[config.mk]
export PLATFORM = sky130hd
export DESIGN_NAME = mse_queue
export DESIGN_NICKNAME = d
export VERILOG_FILES = /design/src/rtl/mse_pkg.sv /design/src/rtl/mse_queue.sv
export SDC_FILE = /design/constraint.sdc
export NUM_CORES = 1
export LEC_CHECK = 0
export ABC_AREA = 1
export BUFFER_PORTS_ARGS = -buffer_cell sky130_fd_sc_hd__buf_4
export CORE_AREA = 2 2 209 108
export CTS_CLUSTER_DIAMETER = 80
export CTS_CLUSTER_SIZE = 25
export DETAILED_ROUTE_END_ITERATION = 10
export DIE_AREA = 0 0 211 110
export GPL_TIMING_DRIVEN = 0
export HOLD_SLACK_MARGIN = 0.12
export PLACE_DENSITY = 0.73
export SLEW_MARGIN = 10
export SYNTH_ARGS = -nofsm -noshare
export SYNTH_HDL_FRONTEND = slang
export SYNTH_SLANG_ARGS = --single-unit
[constraint.sdc]
create_clock -name clock -period 6.4 [get_ports clock]
set_input_delay 0.32 -clock clock [delete_from_list [all_inputs] [get_ports clock]]
set_output_delay 0.32 -clock clock [all_outputs]
set_load 0.01 [all_outputs]
[src/rtl/mse_pkg.sv]
// shared types, constants and saturating arithmetic for the smooth escape pixel block
`default_nettype none
package mse_pkg;

   localparam int WORD_W            = 64;
   localparam int PIX_W             = 12;
   localparam int SIZE_W            = 13;
   localparam int CENTER_W          = 53;
   localparam int SPAN_W            = 51;
   localparam int ITER_W            = 16;
   localparam int COLOR_W           = 8;
   localparam int CSR_INDEX_W       = 3;
   localparam int CSR_DATA_W        = 53;
   localparam int LOG_FB            = 24;
   localparam int MANT_FB           = 30;
   localparam int QUOT_EXT_W        = PIX_W + WORD_W;
   localparam int COLORS_DEF        = 256;
   localparam int FRACTION_BITS_DEF = 48;
   localparam int QUEUE_DEPTH_DEF   = 2;

   localparam logic signed [WORD_W-1:0] WORD_MAX = {1'b0, {(WORD_W-1){1'b1}}};
   localparam logic signed [WORD_W-1:0] WORD_MIN = {1'b1, {(WORD_W-1){1'b0}}};

   localparam logic [CENTER_W-1:0] CENTER_RESET = '0;
   localparam logic [SPAN_W-1:0]   SPAN_RESET   = SPAN_W'(51'd1125899906842624);
   localparam logic [SIZE_W-1:0]   WIDTH_RESET  = SIZE_W'(640);
   localparam logic [SIZE_W-1:0]   HEIGHT_RESET = SIZE_W'(480);
   localparam logic [ITER_W-1:0]   ITER_RESET   = ITER_W'(256);

   typedef enum logic [CSR_INDEX_W-1:0] {
      CSR_CENTER_X       = 3'd0,
      CSR_CENTER_Y       = 3'd1,
      CSR_SPAN_X         = 3'd2,
      CSR_SPAN_Y         = 3'd3,
      CSR_IMAGE_WIDTH    = 3'd4,
      CSR_IMAGE_HEIGHT   = 3'd5,
      CSR_MAX_ITERATIONS = 3'd6
   } csr_index_type;

   typedef struct packed {
      logic signed [WORD_W-1:0] cx;
      logic signed [WORD_W-1:0] cy;
   } point_type;

   function automatic logic signed [WORD_W-1:0] sat_add(
      input logic signed [WORD_W-1:0] a,
      input logic signed [WORD_W-1:0] b
   );
      logic signed [WORD_W:0] s;
      s = {a[WORD_W-1], a} + {b[WORD_W-1], b};
      if (s[WORD_W] != s[WORD_W-1]) begin
         return s[WORD_W] ? WORD_MIN : WORD_MAX;
      end
      return s[WORD_W-1:0];
   endfunction

   function automatic logic signed [WORD_W-1:0] sat_sub(
      input logic signed [WORD_W-1:0] a,
      input logic signed [WORD_W-1:0] b
   );
      logic signed [WORD_W:0] s;
      s = {a[WORD_W-1], a} - {b[WORD_W-1], b};
      if (s[WORD_W] != s[WORD_W-1]) begin
         return s[WORD_W] ? WORD_MIN : WORD_MAX;
      end
      return s[WORD_W-1:0];
   endfunction

endpackage
`default_nettype wire

[src/rtl/mse_queue.sv]
// small request queue between the front and back ends
`default_nettype none
module mse_queue import mse_pkg::*; #(
   parameter int DEPTH = QUEUE_DEPTH_DEF
) (
   input  logic      clock,
   input  logic      reset,
   input  logic      in_valid,
   output logic      in_ready,
   input  point_type in_data,
   output logic      out_valid,
   input  logic      out_ready,
   output point_type out_data
);

   localparam int AW = $clog2(DEPTH);
   localparam int CW = $clog2(DEPTH + 1);

   point_type         slot_ff [DEPTH];
   logic [AW-1:0]     wr_ptr_ff, rd_ptr_ff;
   logic [CW-1:0]     count_ff;
   logic              push, pop;

   assign in_ready  = count_ff != CW'(DEPTH);
   assign out_valid = count_ff != '0;
   assign push      = in_valid && in_ready;
   assign pop       = out_valid && out_ready;
   assign out_data  = slot_ff[rd_ptr_ff];

   always_ff @(posedge clock) begin
      if (reset) begin
         wr_ptr_ff <= '0;
         rd_ptr_ff <= '0;
         count_ff  <= '0;
      end else begin
         if (push) begin
            wr_ptr_ff <= (wr_ptr_ff == AW'(DEPTH - 1)) ? '0 : wr_ptr_ff + 1'b1;
         end
         if (pop) begin
            rd_ptr_ff <= (rd_ptr_ff == AW'(DEPTH - 1)) ? '0 : rd_ptr_ff + 1'b1;
         end
         if (push && !pop) begin
            count_ff <= count_ff + 1'b1;
         end else if (pop && !push) begin
            count_ff <= count_ff - 1'b1;
         end
      end
   end

   always_ff @(posedge clock) begin
      if (push) begin
         slot_ff[wr_ptr_ff] <= in_data;
      end
   end

endmodule
`default_nettype wire

After elaboration in Yosys (flattened, before gate mapping) --
Memory sizes are Yosys's and may differ from the RTL's. A register that Yosys moved wholly into a read port is not among the register bits. Index checks and enable logic that the tools add are counted.
Operators by class: add/subtract/negate cells 4, eq/ne operators 1, multiplexer cells 8, reductions and logical operators 8
Operators with widths (count):
- $mux W1 | 6
- $logic_and A1 B1 Y1 | 4
- $mux W2 | 2
- $reduce_bool A2 Y1 | 2
- $add A1 B1 Y1 const B | 2
- $add A2 B1 Y2 const B | 1
- $logic_not A1 Y1 | 2
- $ne A2 B2 Y1 const B | 1
- $sub A2 B1 Y2 const B | 1
Word-level totals: register bits after elaboration 4, RAM bits 256, input port bits 132, output and inout bits 130, logic and storage cells 25, memories 1
Memory list:
- slot_ff | words 2, width 128, read ports 1, clocked after Yosys merged registers in 1, wr ports 1, line mse_queue.sv:19 | point_type slot_ff [DEPTH];

Depth between registers and ports, before layout --
depth in word-level cells 6, gate-level depth with buffers 11

Least setup slack after synthesis --
No wires, ideal clock.
path kind reg-to-reg, start register count_ff[0], end memory slot_ff[0][0] (netlist bit), enable pin, arrival time 5.929 ns, slack -0.146 ns, cell stages (with the launch flop) 5, period minus slack after synthesis 6.546 ns, cells stage by stage dfxtp_1 inv_1 nand2_1 nand2_1 nor2_1
Between the ends: longest elaborated chain between the ends 4
RTL lines:
- start, declared | line mse_queue.sv:21 | logic [CW-1:0] count_ff;
- start signal, assigned | line mse_queue.sv:43 | count_ff <= count_ff + 1'b1;
- start signal, assigned | line mse_queue.sv:45 | count_ff <= count_ff - 1'b1;
- $ne A2 B2 Y1 | line mse_queue.sv:24 | assign in_ready = count_ff != CW'(DEPTH);
- named net in_ready | line mse_queue.sv:9 | output logic in_ready,
- $logic_and A1 B1 Y1 | line mse_queue.sv:26 | assign push = in_valid && in_ready;
- $mux W1 | line mse_queue.sv:51 | if (push) begin
- $mux W1 (implied by the code) | line mse_queue.sv:52 | slot_ff[wr_ptr_ff] <= in_data;
- end, declared | line mse_queue.sv:19
The timed path passes the listed nets, and every way through them passes these cells.

Worst setup path after layout --
start register count_ff[0], end memory slot_ff[0][63] (netlist bit), enable pin
Between the ends: longest elaborated chain between the ends 4
RTL lines (line):
- $ne A2 B2 Y1 | mse_queue.sv:24
- $logic_and A1 B1 Y1 | mse_queue.sv:26
- $mux W1 | mse_queue.sv:51
- $mux W1 (implied by the code) | mse_queue.sv:52
Every way passes these cells.

==> reports/metrics.cfg <==
[setup_path]
cp_max_fo=28
worstPathArrival_ns=2.38
r2r-start=count_ff[0]
rrSetupSlack_ns=4.20
start_kind=flip-flop
rr_worst_depth=6
cp-startpoint=count_ff[0]
r2r_end=slot_ff[0][63]
cp_data_required_time_ns=6.58
worst_setup_path_end_kind=flip-flop
worstSetupPathType=flip-flop to flip-flop

[power_and_ir_drop]
comb_power_share_pct=30.3
clockPowerShare_pct=20.8
p_switching_w=0.001203
peakVddDrop_mv=0.2844
p_leak_nw=5.156
p_seq_share_pct=48.9
switching_share_pct=26.63
p_total_w=0.004517
intPower_w=0.003314
p_per_area_nw_per_um2=328.1

[timing]
timing.final.crit_share_pct=34.43
setup_viol_count_final=0
hold_viol=0
fin_hold_ws_ns=0.3604
maxSlewViolCount=0
setup_tns_ns=0
worst_pin_slew_ns=0.8414
fin_crit_ns=2.203
rsz0062_at_grt=false
fmax_mhz=453.9
relSlewSlack_pct=43.77
fin_worst_skew_ns=0.01522

[cts]
root_buffer=clkbuf_16
holdBufCountCts=130
cts_tree=yes
cts_made_buffers=14
clk_latency_ns=0.47
post_cts_resized=0
cts.path.max_buffers=3
cts_sinks=261
clk_pin_slew_worst_paths_ns=0.09
cts_setup_buffers=0
htree_levels=1

[global_route]
grt_util_all_layers_pct=17.74
grt_pass1_vias=5697
antenna_found_initial=0
grt_start_max_net_pins=31
grt_remaining_overflow=0
grt_pass1_wl_um=31390

[synth]
ys_types=13
yosysWarnings=0
syn_inst=435
syn_nets=568
syn_avg_cell_area_um2=21.94
synth-seq-cells=261
synth_area_um2=9545
ys_seq_area_share_pct=81.58

[place]
place_hpwl_um=13940
portBuffers=261
place_congestion=0.7750
dp_cells=984

[routing]
ant_nets=0
avgViaCountPerCell=4.794
drc=0
dr.pass1.iters=6
drt-total-wl_um=21340
wl_per_cell_um=18.82
vias=5436
drtIter0Drc=302

[job]
drv_cap=0

[floorplan]
die_h_um=110
rows=38
dieArea_um2=23210
die_x_um=211
initial_core_util_pct=44.71
io_pins=262
coreArea_um2=21350

[worst_hold_path]
worstHoldStart=in_valid
whs_endpoint=wr_ptr_ff
min_path_type=primary input to flip-flop
whs_path_depth=4

[finish]
fin_cells=1134
drive_gt1_share_pct=50.29
final_nets=983
layout-area-overhead-vs-synth_pct=44.23

[outcome]
status=completed

[final cells by class]
| cell class | instances | area, um^2 |
|---|---|---|
| clock buffers | 18 | 386.6 |
| plain buffers | 14 | 177.7 |
| diodes | 1 | 2.502 |
| clock inverters | 1 | 16.27 |
| flip-flops and latches | 261 | 7787 |
| fillers | 1403 | 7581 |
| well taps | 280 | 350.3 |
| inverters | 8 | 30.03 |
| repair buffers | 399 | 3451 |
| multi-input cells | 152 | 1565 |
[power groups by stage]
stage | registers [W] | logic, W | clock network [W]
floorplan | 0.00228 | 0.000666 | 0
global placement | 0.00232 | 0.00121 | 0
detailed placement | 0.00225 | 0.00130 | 0
CTS | 0.00221 | 0.00137 | 0.000970
global route | 0.00223 | 0.00146 | 0.00103
finish | 0.00221 | 0.00137 | 0.000938
[placed cells by master, fill, tap and decap left out]
master / instances
buf_4: 261
edfxtp_1: 256
dlygate4sd3_1: 130
mux2_2: 128
clkbuf_16: 15
nand2_1: 9
inv_1: 8
clkbuf_8: 8
buf_6: 6
nor2_1: 5
dfxtp_1: 5
buf_16: 4
buf_12: 4
clkbuf_1: 3
nor2_4: 2
o21ai_0: 2
a21oi_1: 2
nand3_1: 2
diode_2: 1
nand4_1: 1
ha_1: 1
inv_12: 1
[worst max-delay path, cell delays in order, from the launching register on]
cell and delay [ns]:
dfxtp_1 0.35, inv_1 0.09, nand2_1 0.10, nand2_1 0.16, nor2_4 0.68, buf_12 0.29
buf_16 0.20
[cells by family (layout without fill, tap and decap cells)]
family,count (synthesis),in the layout,synth area share [%]
simple gates,19,19,0.7997
mux,128,128,15.10
compound gates,4,4,0.2097
flops,261,261,81.58
buf+inv,22,440,2.176
fa+ha+maj,1,1,0.1311
other cells,0,1,0
[through the flow]
stage	instance area, um^2	utilization [%]	worst slack [ns]
after global routing	13760	64.48	4.027
after global placement	11860	55.53	-2.490
after floorplan	9545	-	-0.1459
final	13770	64.49	4.197
after CTS	13760	64.48	4.178
after detailed placement	12060	56.49	4.192
[sequential cells by signal, summed over array words and instances, names as in the netlist, named ones only]
| register | flops |
|---|---|
| rd_ptr_ff | 1 |
| slot_ff | 256 |
| count_ff | 2 |
| wr_ptr_ff | 1 |
[per-layer routing]
metal / vias up / GRT usage [%] / share of wire, %
met5: - / 0 / 0
met4: 0 / 3.018 / 1.1
met3: 17 / 5.042 / 7.3
met2: 195 / 30.33 / 49
met1: 2702 / 23.25 / 42
li1: 2522 / - / -
[worst max-delay path by stage]
stage | to | slack, ns
4_1_cts | slot_ff[1][63] | 4.18
2_1_floorplan | slot_ff[0][0] | -0.15
3_5_place_dp | slot_ff[1][59] | 4.19
3_3_place_gp | slot_ff[0][59] | -2.49
5_1_grt | slot_ff[0][60] | 4.03
6_report | slot_ff[0][63] | 4.20
[cells in the mapped netlist]
cell type / n / share of area, %
edfxtp_1: 256 / 81
mux2_2: 128 / 15
a21oi_1: 2 / 0.10
inv_1: 8 / 0.31
buf_6: 6 / 0.71
nand4_1: 1 / 0.066
nand3_1: 2 / 0.10
dfxtp_1: 5 / 1.0
nor2_1: 7 / 0.28
o21ai_0: 2 / 0.10
clkbuf_8: 8 / 1.2
ha_1: 1 / 0.13
nand2_1: 9 / 0.35
No activity file was read; power rests on OpenSTA's default activity.
